[src/lsepg_pkg.sv]
// ----------------------------------------------------------------------------
// lsepg_pkg
// Shared types and constants of the LED strip effect pixel generator.
// ----------------------------------------------------------------------------
`default_nettype none

package lsepg_pkg;

    localparam int IDX_W    = 6;   // pixel index width
    localparam int BYTE_W   = 8;
    localparam int CFG_W    = 24;  // widest configuration register
    localparam int CFG_IDX_W = 3;
    localparam int NUM_CH   = 3;   // red, green, blue

    // serial step counts: index modulo, then channel division on c/2
    localparam int MOD_STEPS = IDX_W;
    localparam int DIV_STEPS = BYTE_W - 1;

    typedef logic [BYTE_W-1:0] t_byte;

    // configuration register indexes
    localparam logic [CFG_IDX_W-1:0] CFG_EFFECT_MODE      = 3'd0;
    localparam logic [CFG_IDX_W-1:0] CFG_COLOUR_VALUE     = 3'd1;
    localparam logic [CFG_IDX_W-1:0] CFG_BRIGHTNESS_LEVEL = 3'd2;
    localparam logic [CFG_IDX_W-1:0] CFG_LED_COUNT        = 3'd3;
    localparam logic [CFG_IDX_W-1:0] CFG_APA102_TYPE      = 3'd4;
    localparam logic [CFG_IDX_W-1:0] CFG_TRAIL_LENGTH     = 3'd5;

    typedef enum logic [1:0] {
        MODE_OFF     = 2'd0,
        MODE_SOLID   = 2'd1,
        MODE_SCANNER = 2'd2,
        MODE_GLOW    = 2'd3
    } t_effect;

    typedef enum logic [1:0] {
        ST_IDLE,
        ST_MOD,
        ST_DIV,
        ST_FIN
    } t_state;

    // reset values
    localparam logic [23:0] COLOUR_RESET     = 24'h001100;
    localparam logic [4:0]  BRIGHTNESS_RESET = 5'd1;
    localparam logic [6:0]  LED_COUNT_RESET  = 7'd64;
    localparam logic [3:0]  TRAIL_RESET      = 4'd2;
    localparam logic [3:0]  GLOW_RESET       = 4'd5;
    localparam logic [3:0]  GLOW_DEFAULT     = 4'd5;   // a width of zero counts as this
    localparam logic [2:0]  GLOBAL_MARK      = 3'b111; // top bits of the apa102 global byte

endpackage

`default_nettype wire

[src/lsepg_in_if.sv]
// ----------------------------------------------------------------------------
// lsepg_in_if
// Pixel request channel: pixel index and last-of-frame mark.
// ----------------------------------------------------------------------------
`default_nettype none

interface lsepg_in_if;
    import lsepg_pkg::*;

    logic             valid;
    logic             ready;
    logic [IDX_W-1:0] pixel_index;
    logic             frame_last;

    modport source (output valid, pixel_index, frame_last, input ready);
    modport sink   (input valid, pixel_index, frame_last, output ready);
endinterface

`default_nettype wire

[src/lsepg_out_if.sv]
// ----------------------------------------------------------------------------
// lsepg_out_if
// Pixel result channel: global byte and the three colour bytes.
// ----------------------------------------------------------------------------
`default_nettype none

interface lsepg_out_if;
    import lsepg_pkg::*;

    logic  valid;
    logic  ready;
    t_byte global_byte;
    logic  global_valid;
    t_byte red_byte;
    t_byte green_byte;
    t_byte blue_byte;
    logic  frame_done;

    modport source (output valid, global_byte, global_valid, red_byte, green_byte,
                    blue_byte, frame_done, input ready);
    modport sink   (input valid, global_byte, global_valid, red_byte, green_byte,
                    blue_byte, frame_done, output ready);
endinterface

`default_nettype wire

[src/led_strip_effect_pixel_generator.sv]
// ----------------------------------------------------------------------------
// led_strip_effect_pixel_generator
// Per-pixel colour generator for an LED strip: off, solid colour, bouncing
// scanner with fading trail, and soft glow.
// ----------------------------------------------------------------------------
// One pixel request goes in, one pixel result comes out. The request is taken
// only while the generator is idle; the result sits in an output register, so
// a new request can be taken while the previous result still waits for its
// transfer. Off, solid colour, pixels beyond the strip and the scanner head
// go straight to the finishing state; a scanner trail pixel runs 7 steps of a
// bit-serial divider (one quotient bit a cycle, per channel); soft glow first
// finds index modulo glow width with a 6-step bit-serial remainder unit and
// then runs the divider. A finished result waits in its last state if the
// output register is still occupied. The fade c - c/(2m) is worked as
// c - (c>>1)/m. Animation state (scanner head, direction, glow width) moves
// on when a request marked last of frame is taken.
`default_nettype none

module led_strip_effect_pixel_generator #(
    parameter int NUM_LEDS  = 64,
    parameter int MAX_TRAIL = 15
) (
    input  wire                              i_clk,
    input  wire                              i_rst_n,
    input  wire                              i_cfg_we,
    input  wire [lsepg_pkg::CFG_IDX_W-1:0]   i_cfg_index,
    input  wire [lsepg_pkg::CFG_W-1:0]       i_cfg_data,
    lsepg_in_if.sink                         i_pix,
    lsepg_out_if.source                      o_pix
);
    import lsepg_pkg::*;

    // strip length and trail length ceilings, settled at elaboration
    localparam logic [6:0] STRIP_MAX = 7'((NUM_LEDS < 64) ? NUM_LEDS : 64);
    localparam logic [3:0] TRAIL_CAP = 4'((MAX_TRAIL < 15) ? MAX_TRAIL : 15);

    // ------------------------------------------------------------------
    // configuration registers
    // ------------------------------------------------------------------
    t_effect     r_effect_mode;
    logic [23:0] r_colour_value;
    logic [4:0]  r_brightness_level;
    logic [6:0]  r_led_count;
    logic        r_apa102_type;
    logic [3:0]  r_trail_length;

    always_ff @(posedge i_clk) begin
        if (!i_rst_n) begin
            r_effect_mode      <= MODE_SOLID;
            r_colour_value     <= COLOUR_RESET;
            r_brightness_level <= BRIGHTNESS_RESET;
            r_led_count        <= LED_COUNT_RESET;
            r_apa102_type      <= 1'b0;
            r_trail_length     <= TRAIL_RESET;
        end else if (i_cfg_we) begin
            case (i_cfg_index)
                CFG_EFFECT_MODE:      r_effect_mode      <= t_effect'(i_cfg_data[1:0]);
                CFG_COLOUR_VALUE:     r_colour_value     <= i_cfg_data[23:0];
                CFG_BRIGHTNESS_LEVEL: r_brightness_level <= i_cfg_data[4:0];
                CFG_LED_COUNT:        r_led_count        <= i_cfg_data[6:0];
                CFG_APA102_TYPE:      r_apa102_type      <= i_cfg_data[0];
                CFG_TRAIL_LENGTH:     r_trail_length     <= i_cfg_data[3:0];
                default: ;
            endcase
        end
    end

    // ------------------------------------------------------------------
    // control state and datapath registers
    // ------------------------------------------------------------------
    t_state           r_state, n_state;
    logic [2:0]       r_cnt;
    logic [5:0]       r_head;      // scanner head position
    logic             r_dir;       // 1 moving up, 0 moving down
    logic [3:0]       r_glow;      // glow width
    logic             r_out_valid;

    logic [IDX_W-1:0] r_x;         // index, shifted out msb first for the modulo
    logic [3:0]       r_mod_rem;
    logic [3:0]       r_w;         // glow modulus
    logic [3:0]       r_div_m;     // divisor m of c/(2m)
    t_byte            r_chan [NUM_CH];
    logic [6:0]       r_dvd  [NUM_CH];  // dividend in, quotient out
    logic [3:0]       r_rem  [NUM_CH];
    logic             r_pass;      // result is the channel value as is
    logic             r_last;

    t_byte            r_global_byte;
    logic             r_global_valid;
    t_byte            r_out_ch [NUM_CH];
    logic             r_frame_done;

    // ------------------------------------------------------------------
    // request decode, narrow logic on the accepting cycle
    // ------------------------------------------------------------------
    logic       accept;
    logic [6:0] strip_n;
    logic       in_strip;
    logic [3:0] trail;
    logic [5:0] trail_dist;
    logic       trail_hit;
    logic [3:0] glow_w;
    t_byte      colour_ch [NUM_CH];
    logic       dec_pass, dec_zero, dec_glow;
    logic [3:0] dec_m;

    assign accept = i_pix.valid && i_pix.ready;

    always_comb begin
        colour_ch[0] = r_colour_value[7:0];
        colour_ch[1] = r_colour_value[15:8];
        colour_ch[2] = r_colour_value[23:16];

        if (r_led_count == 7'd0) begin
            strip_n = 7'd1;
        end else if (r_led_count > STRIP_MAX) begin
            strip_n = STRIP_MAX;
        end else begin
            strip_n = r_led_count;
        end
        in_strip = {1'b0, i_pix.pixel_index} < strip_n;

        trail = (r_trail_length > TRAIL_CAP) ? TRAIL_CAP : r_trail_length;
        if ({3'b000, trail} > strip_n) begin
            trail = 4'd0;
        end

        // distance behind the head, in the direction the head came from
        if (r_dir && (i_pix.pixel_index < r_head)) begin
            trail_dist = r_head - i_pix.pixel_index;
        end else if (!r_dir && (i_pix.pixel_index > r_head)) begin
            trail_dist = i_pix.pixel_index - r_head;
        end else begin
            trail_dist = 6'd0;
        end
        trail_hit = (trail != 4'd0) && (trail_dist != 6'd0)
                    && (trail_dist <= {2'b00, trail});

        glow_w = (r_glow == 4'd0) ? GLOW_DEFAULT : r_glow;

        dec_pass = 1'b0;
        dec_zero = 1'b1;
        dec_glow = 1'b0;
        dec_m    = 4'd1;
        if (in_strip) begin
            case (r_effect_mode)
                MODE_SOLID: begin
                    dec_pass = 1'b1;
                    dec_zero = 1'b0;
                end
                MODE_SCANNER: begin
                    if (i_pix.pixel_index == r_head) begin
                        dec_pass = 1'b1;
                        dec_zero = 1'b0;
                    end else if (trail_hit) begin
                        // steps minus step number: trail - (distance - 1)
                        dec_zero = 1'b0;
                        dec_m    = trail - trail_dist[3:0] + 4'd1;
                    end
                end
                MODE_GLOW: begin
                    dec_zero = 1'b0;
                    dec_glow = 1'b1;
                end
                default: ;
            endcase
        end
    end

    // ------------------------------------------------------------------
    // serial step logic
    // ------------------------------------------------------------------
    logic [4:0] mod_sh;
    logic [3:0] mod_next;
    logic [4:0] div_sh [NUM_CH];
    logic       div_ge [NUM_CH];
    logic       out_free;

    always_comb begin
        mod_sh   = {r_mod_rem, r_x[IDX_W-1]};
        mod_next = (mod_sh >= {1'b0, r_w}) ? 4'(mod_sh - {1'b0, r_w}) : mod_sh[3:0];
        for (int j = 0; j < NUM_CH; j++) begin
            div_sh[j] = {r_rem[j], r_dvd[j][6]};
            div_ge[j] = div_sh[j] >= {1'b0, r_div_m};
        end
    end

    assign out_free = !r_out_valid || o_pix.ready;

    // ------------------------------------------------------------------
    // sequencer
    // ------------------------------------------------------------------
    always_ff @(posedge i_clk) begin
        if (!i_rst_n) begin
            r_state <= ST_IDLE;
        end else begin
            r_state <= n_state;
        end
    end

    always_comb begin
        n_state     = r_state;
        i_pix.ready = 1'b0;
        case (r_state)
            ST_IDLE: begin
                i_pix.ready = 1'b1;
                if (i_pix.valid) begin
                    if (dec_glow) begin
                        n_state = ST_MOD;
                    end else if (dec_zero || dec_pass) begin
                        n_state = ST_FIN;
                    end else begin
                        n_state = ST_DIV;
                    end
                end
            end
            ST_MOD: begin
                if (r_cnt == 3'(MOD_STEPS - 1)) begin
                    n_state = ST_DIV;
                end
            end
            ST_DIV: begin
                if (r_cnt == 3'(DIV_STEPS - 1)) begin
                    n_state = ST_FIN;
                end
            end
            ST_FIN: begin
                if (out_free) begin
                    n_state = ST_IDLE;
                end
            end
            default: n_state = ST_IDLE;
        endcase
    end

    // step counter
    always_ff @(posedge i_clk) begin
        if (!i_rst_n) begin
            r_cnt <= '0;
        end else if (accept) begin
            r_cnt <= '0;
        end else if ((r_state == ST_MOD) && (r_cnt == 3'(MOD_STEPS - 1))) begin
            r_cnt <= '0;
        end else if ((r_state == ST_MOD) || (r_state == ST_DIV)) begin
            r_cnt <= r_cnt + 3'd1;
        end
    end

    // datapath: load on accept, then modulo and division steps
    always_ff @(posedge i_clk) begin
        if (accept) begin
            r_x       <= i_pix.pixel_index;
            r_mod_rem <= 4'd0;
            r_w       <= glow_w;
            r_div_m   <= dec_m;
            r_pass    <= dec_pass || dec_zero;
            r_last    <= i_pix.frame_last;
            for (int j = 0; j < NUM_CH; j++) begin
                r_chan[j] <= dec_zero ? 8'd0 : colour_ch[j];
                r_dvd[j]  <= colour_ch[j][7:1];
                r_rem[j]  <= 4'd0;
            end
        end else if (r_state == ST_MOD) begin
            r_x       <= {r_x[IDX_W-2:0], 1'b0};
            r_mod_rem <= mod_next;
            if (r_cnt == 3'(MOD_STEPS - 1)) begin
                // remainder is below the width, so m is at least one
                r_div_m <= r_w - mod_next;
            end
        end else if (r_state == ST_DIV) begin
            for (int j = 0; j < NUM_CH; j++) begin
                r_rem[j] <= div_ge[j] ? 4'(div_sh[j] - {1'b0, r_div_m}) : div_sh[j][3:0];
                r_dvd[j] <= {r_dvd[j][5:0], div_ge[j]};
            end
        end
    end

    // ------------------------------------------------------------------
    // animation state, moved on by the last pixel of a frame
    // ------------------------------------------------------------------
    logic [5:0] top;
    logic [3:0] glow_dir_w;
    logic       glow_dir;

    always_comb begin
        top        = 6'(strip_n - 7'd1);
        glow_dir   = r_dir ^ (glow_w inside {4'd1, [4'd8:4'd15]});
        glow_dir_w = glow_dir ? (glow_w - 4'd1) : (glow_w + 4'd1);
    end

    always_ff @(posedge i_clk) begin
        if (!i_rst_n) begin
            r_head <= 6'd0;
            r_dir  <= 1'b0;
            r_glow <= GLOW_RESET;
        end else if (accept && i_pix.frame_last) begin
            case (r_effect_mode)
                MODE_SCANNER: begin
                    if (r_dir) begin
                        if (({1'b0, r_head} + 7'd1) > {1'b0, top}) begin
                            r_head <= top;
                            r_dir  <= 1'b0;
                        end else begin
                            r_head <= r_head + 6'd1;
                        end
                    end else begin
                        if (r_head <= 6'd1) begin
                            r_head <= 6'd0;
                            r_dir  <= 1'b1;
                        end else if ((r_head - 6'd1) > top) begin
                            // head left beyond a shortened strip comes back
                            r_head <= top;
                            r_dir  <= 1'b1;
                        end else begin
                            r_head <= r_head - 6'd1;
                        end
                    end
                end
                MODE_GLOW: begin
                    r_dir  <= glow_dir;
                    r_glow <= glow_dir_w;
                end
                default: ;
            endcase
        end
    end

    // ------------------------------------------------------------------
    // output register
    // ------------------------------------------------------------------
    logic load_out;
    assign load_out = (r_state == ST_FIN) && out_free;

    always_ff @(posedge i_clk) begin
        if (!i_rst_n) begin
            r_out_valid <= 1'b0;
        end else if (load_out) begin
            r_out_valid <= 1'b1;
        end else if (o_pix.ready) begin
            r_out_valid <= 1'b0;
        end
    end

    always_ff @(posedge i_clk) begin
        if (load_out) begin
            r_global_byte  <= r_apa102_type ? {GLOBAL_MARK, r_brightness_level} : 8'd0;
            r_global_valid <= r_apa102_type;
            r_frame_done   <= r_last;
            for (int j = 0; j < NUM_CH; j++) begin
                r_out_ch[j] <= r_pass ? r_chan[j] : (r_chan[j] - {1'b0, r_dvd[j]});
            end
        end
    end

    assign o_pix.valid        = r_out_valid;
    assign o_pix.global_byte  = r_global_byte;
    assign o_pix.global_valid = r_global_valid;
    assign o_pix.red_byte     = r_out_ch[0];
    assign o_pix.green_byte   = r_out_ch[1];
    assign o_pix.blue_byte    = r_out_ch[2];
    assign o_pix.frame_done   = r_frame_done;

endmodule

`default_nettype wire
[src/flat_wrapper.sv]
// flat-port wrapper written by rule: the top's interface ports become plain ports
module led_strip_effect_pixel_generator_flat import lsepg_pkg::*;
#(
    parameter int NUM_LEDS  = 64,
    parameter int MAX_TRAIL = 15
)
  (i_clk, i_rst_n, i_cfg_we, i_cfg_index, i_cfg_data, i_pix_valid, i_pix_pixel_index, i_pix_frame_last, i_pix_ready, o_pix_valid, o_pix_global_byte, o_pix_global_valid, o_pix_red_byte, o_pix_green_byte, o_pix_blue_byte, o_pix_frame_done, o_pix_ready);
  lsepg_in_if i_pix_i ();
  lsepg_out_if o_pix_i ();
  input  wire i_clk;
  input  wire i_rst_n;
  input  wire i_cfg_we;
  input  wire [lsepg_pkg::CFG_IDX_W-1:0] i_cfg_index;
  input  wire [lsepg_pkg::CFG_W-1:0] i_cfg_data;
  input wire logic [$bits(i_pix_i.valid)-1:0] i_pix_valid;
  input wire logic [$bits(i_pix_i.pixel_index)-1:0] i_pix_pixel_index;
  input wire logic [$bits(i_pix_i.frame_last)-1:0] i_pix_frame_last;
  output wire logic [$bits(i_pix_i.ready)-1:0] i_pix_ready;
  output wire logic [$bits(o_pix_i.valid)-1:0] o_pix_valid;
  output wire logic [$bits(o_pix_i.global_byte)-1:0] o_pix_global_byte;
  output wire logic [$bits(o_pix_i.global_valid)-1:0] o_pix_global_valid;
  output wire logic [$bits(o_pix_i.red_byte)-1:0] o_pix_red_byte;
  output wire logic [$bits(o_pix_i.green_byte)-1:0] o_pix_green_byte;
  output wire logic [$bits(o_pix_i.blue_byte)-1:0] o_pix_blue_byte;
  output wire logic [$bits(o_pix_i.frame_done)-1:0] o_pix_frame_done;
  input wire logic [$bits(o_pix_i.ready)-1:0] o_pix_ready;
  assign i_pix_i.valid = i_pix_valid;
  assign i_pix_i.pixel_index = i_pix_pixel_index;
  assign i_pix_i.frame_last = i_pix_frame_last;
  assign i_pix_ready = i_pix_i.ready;
  assign o_pix_valid = o_pix_i.valid;
  assign o_pix_global_byte = o_pix_i.global_byte;
  assign o_pix_global_valid = o_pix_i.global_valid;
  assign o_pix_red_byte = o_pix_i.red_byte;
  assign o_pix_green_byte = o_pix_i.green_byte;
  assign o_pix_blue_byte = o_pix_i.blue_byte;
  assign o_pix_frame_done = o_pix_i.frame_done;
  assign o_pix_i.ready = o_pix_ready;
  led_strip_effect_pixel_generator #(.NUM_LEDS(NUM_LEDS), .MAX_TRAIL(MAX_TRAIL)) u_core (.i_clk(i_clk), .i_rst_n(i_rst_n), .i_cfg_we(i_cfg_we), .i_cfg_index(i_cfg_index), .i_cfg_data(i_cfg_data), .i_pix(i_pix_i), .o_pix(o_pix_i));
endmodule
[config.mk]
export PLATFORM = sky130hd
export DESIGN_NAME = led_strip_effect_pixel_generator_flat
export DESIGN_NICKNAME = d
export VERILOG_FILES = /design/src/lsepg_pkg.sv /design/src/lsepg_in_if.sv /design/src/lsepg_out_if.sv /design/src/led_strip_effect_pixel_generator.sv /design/src/flat_wrapper.sv
export SDC_FILE = /design/constraint.sdc
export NUM_CORES = 1
export LEC_CHECK = 0
export BUFFER_PORTS_ARGS = -buffer_cell sky130_fd_sc_hd__buf_2
export CAP_MARGIN = 10
export CELL_PAD_IN_SITES_DETAIL_PLACEMENT = 0
export CELL_PAD_IN_SITES_GLOBAL_PLACEMENT = 2
export CORE_UTILIZATION = 36
export CTS_CLUSTER_DIAMETER = 200
export DETAILED_ROUTE_END_ITERATION = 10
export GPL_TIMING_DRIVEN = 1
export PLACE_DENSITY_LB_ADDON = 0.1
export SETUP_SLACK_MARGIN = 0.2
export SLEW_MARGIN = 10
export SYNTH_ARGS = -nofsm -noshare
export SYNTH_HDL_FRONTEND = slang
export SYNTH_SLANG_ARGS = --single-unit
[constraint.sdc]
create_clock -name i_clk -period 4.1 [get_ports i_clk]
set_clock_uncertainty 0.2 [all_clocks]
set_input_delay 1.025 -clock i_clk [delete_from_list [all_inputs] [get_ports i_clk]]
set_output_delay 1.025 -clock i_clk [all_outputs]
set_load 0.05 [all_outputs]
==> summary.txt <==
Detailed routing
  • Iter 0 DRT Violations: 280
  • Vias per cell: 4.77
  • Via count: 7275
  • Met2 WL: 10900 um
  • WL final: 22900 um
  • Wl on met1: 11300 um
  • Met3 wire len: 497 um
  • Routed Antenna Nets: 0
  • Drt wl/cell: 15.0 um
  • Drt pass-1 iters: 4
  • Top Metal Used: met4
  • Remaining DRCs: 0

Die
  • # IOs: 75
  • Overall die height: 169 um
  • Core ar.: 0.0272 mm2
  • Die ar.: 0.0287 mm2
  • Starting Density: 37.1%
  • FP Rows: 60
  • Die extent in x: 169 um

STA
  • Final-report setup violation count: 0
  • Slew headroom: 57.6%
  • Tcrit/Tclk final: 98.4%
  • Hold WS: 0.265 ns
  • Fmax: 0.248 GHz
  • Fin Setup TNS: 0 ns
  • Tmin final: 4.04 ns
  • Worst Max-Slew Pin Slew: 0.636 ns
  • Fin. Hold Viols: 0
  • Max Slew Vio Count: 0
  • RSZ-0062 raised after global routing: yes

Clocking
  • Num CTS Buffers: 17
  • Clock tree buffer depth: 2
  • Htree depth: 4
  • Clock root cell: clkbuf_16
  • Clk pin slew, worst setup/hold paths: 0.07 ns
  • Worst-skew pair later-pin latency: 0.43 ns
  • CTS Hold Buffers Added: 0
  • CTS tree: built
  • Clk sink count: 168

Min path
  • Hold EP: u_core.r_colour_value[0]
  • Hold path cells: 2
  • Hold Crit Class: flip-flop to flip-flop
  • Hold path start: u_core.r_colour_value[0]

Synth
  • Ys async rst share: 0%
  • Sequential area share after synthesis: 43.7%
  • Yosys warnings: 0
  • Mean post-synth cell area: 9.85 um2
  • Number of synthesized flops with an enable pin: 104
  • Unique masters post-synth: 60
  • Post-Syn Nets: 1169
  • Post-Syn Instances: 1023
  • Seq cells post-synth: 168
  • Post-Syn Area: 0.0101 mm2
  • Commonest register cell after synthesis: edfxtp_1

Critical path
  • Worst r2r src: u_core.r_head[0]
  • R2r worst-path depth: 15
  • CP bufs+invs: 4
  • CP Launch Type: input port
  • Top Family by Delay on Critical Path: compound AO/OA/AOI/OAI gates
  • Reg2Reg Setup Slack: 0.38 ns
  • Critical Path Max Stage Delay: 0.40 ns
  • Critical Path RT: 4.08 ns
  • Crit path DAT: 4.02 ns
  • Worst path cell trace: buf_12 -> inv_12 -> ha_4 -> inv_2 -> fa_2 -> a211oi_4 -> o21a_2 -> nor4b_1 -> o32a_1 -> ha_4 -> nand2_1 -> o21ai_1 -> o2bb2ai_1 -> nor4_2 -> a41o_2 -> buf_12 -> and2_1
  • Crit path max fanout: 19
  • Slowest-stage cell, CP: o32a_1
  • Crit. End Element: flip-flop
  • Worst R2R End: u_core.r_chan[0][8]
  • Critical path class: input port to flip-flop

Power and ir drop
  • Power per cell area: 567 mW/mm2
  • Worst vdd ir: 0.328 mV
  • Lkg Pwr: 5.05 nW

Global route
  • Remaining Overflow, GRT: 0
  • Initial antenna violation count: 0
  • Total GRT Usage: 16.7%
  • Largest net degree at the start of global routing: 34
  • First-pass GRT wire length: 37300 um
  • Number of global-route vias before repair: 7152

Cells and area
  • Post-layout net count: 1285
  • Syn-to-layout area delta: 19.1%
  • Final instance area: 0.0120 mm2
  • ANT cells: 0
  • Most frequent cells in the layout: nand2_1 (129), edfxtp_1 (104), ha_1 (93)
  • Ratio of cells with drive above 1 in the final layout: 19.4%
  • Commonest non-fill, non-tap cell in the layout: nand2_1

Placed design
  • I/O Buffers: 74
  • Post-DP Area: 0.0113 mm2
  • Detailed-placement wirelength estimate: 17400 um
  • GPL Wtd Cong: 0.821

Job
  • Max_cap viols: 0

Status
  • Status: finished clean
==> worst reg2reg max path, cell delays in order (launching register included) <==
cell	delay, ns
dfxtp_1	0.40
ha_4	0.16
inv_2	0.03
fa_2	0.36
a211oi_4	0.27
o21a_2	0.22
nor4b_1	0.06
o32a_1	0.40
ha_4	0.30
nand2_1	0.06
o21ai_1	0.13
o2bb2ai_1	0.14
nor4_2	0.07
a41o_2	0.36
buf_12	0.17
and2_1	0.15
==> flip-flops by register name (all words and copies together) (netlist names), 2 cells and up <==
| name | count |
|---|---|
| u_core.r_chan | 24 |
| u_core.r_colour_value | 24 |
| u_core.r_out_ch | 24 |
| u_core.r_dvd | 21 |
| u_core.r_rem | 12 |
| u_core.r_led_count | 7 |
| u_core.o_pix.global_byte | 6 |
| u_core.r_head | 6 |
| u_core.r_x | 6 |
| u_core.r_brightness_level | 5 |
| u_core.r_div_m | 4 |
| u_core.r_glow | 4 |
| u_core.r_mod_rem | 4 |
| u_core.r_trail_length | 4 |
| u_core.r_w | 4 |
| u_core.r_cnt | 3 |
| u_core.r_effect_mode | 2 |
| u_core.r_state | 2 |
==> cell usage after synthesis (all sizes together) (19+ instances only) <==
cell type	instances	share of area, %
a21boi	29	2.2
a21oi	46	2.3
and2	40	2.5
clkbuf	31	1.2
dfxtp	64	13
edfxtp	104	31
ha	96	12
inv	87	3.2
mux2	19	2.1
mux2i	20	2.0
nand2	129	4.8
nand3	23	1.1
nor2	40	1.5
nor2b	28	1.7
o21ai	58	2.9
xnor2	24	2.1
==> logic make-up after synthesis <==
group	Yosys count	synth area share [%]
buf+inv	127	5.01
flops	168	43.7
simple gates	328	15.9
mux	39	4.11
fa+ha+maj	107	14.1
xor+xnor	41	3.56
compound gates	213	13.7
==> worst max path at each step <==
| stage | from | end | slack (ns) | cells past startpoint |
|---|---|---|---|---|
| detailed placement | i_pix_pixel_index[0] | u_core.r_chan[0][18] | -0.51 | 18 |
| global route | i_pix_pixel_index[0] | u_core.r_chan[0][8] | -0.02 | 18 |
| CTS | i_pix_pixel_index[0] | u_core.r_chan[0][8] | 0.1 | 17 |
| global placement | i_pix_pixel_index[0] | u_core.r_chan[0][7] | -0.46 | 18 |
| finish | i_pix_pixel_index[0] | u_core.r_chan[0][8] | 0.06 | 17 |
| floorplan | i_pix_pixel_index[0] | u_core.r_div_m[3] | -0.09 | 16 |
==> stage by stage <==
| stage | std cells | utilization [%] | power [mW] | worst slack, ns |
|---|---|---|---|---|
| 5_1_grt | 1524 | 44.2 | 7.33 | -0.0196 |
| 2_1_floorplan | 1023 | - | 4.52 | -0.0896 |
| 6_report | 1524 | 44.2 | 6.80 | 0.0639 |
| 3_5_place_dp | 1489 | 41.4 | 5.17 | -0.509 |
| 3_3_place_gp | 1489 | 41.4 | 5.17 | -0.461 |
| 4_1_cts | 1522 | 43.9 | 6.88 | 0.0972 |
==> repair_timing <==
item / in CTS / in global routing
setup buffers: 1 / 2
resized for setup: 5 / 14
pin swaps: 10 / 6
setup endpoints to repair: 30 / 33
==> report_power, final <==
group | switching, mW | internal [mW]
Combinational | 1.50 | 1.07
Sequential | 0.227 | 2.32
Clock | 0.793 | 0.885
Total | 2.52 | 4.28
==> per-layer routing <==
| metal | vias to the layer above | GRT usage, % |
|---|---|---|
| li1 | 3808 | - |
| met1 | 3359 | 21.8 |
| met2 | 89 | 28.6 |
| met3 | 19 | 2.47 |
| met4 | 0 | 4.62 |
| met5 | - | 0 |
==> cell type report <==
cell class	count	area, um2
clock buffer	17	425
sequential	168	4400
inverter	87	339
fill	2723	15200
clock inverter	15	198
timing repair buffer	137	871
multi-input combinational	728	5300
tap	372	465
Note: power is estimated with default switching activity, not from simulation.
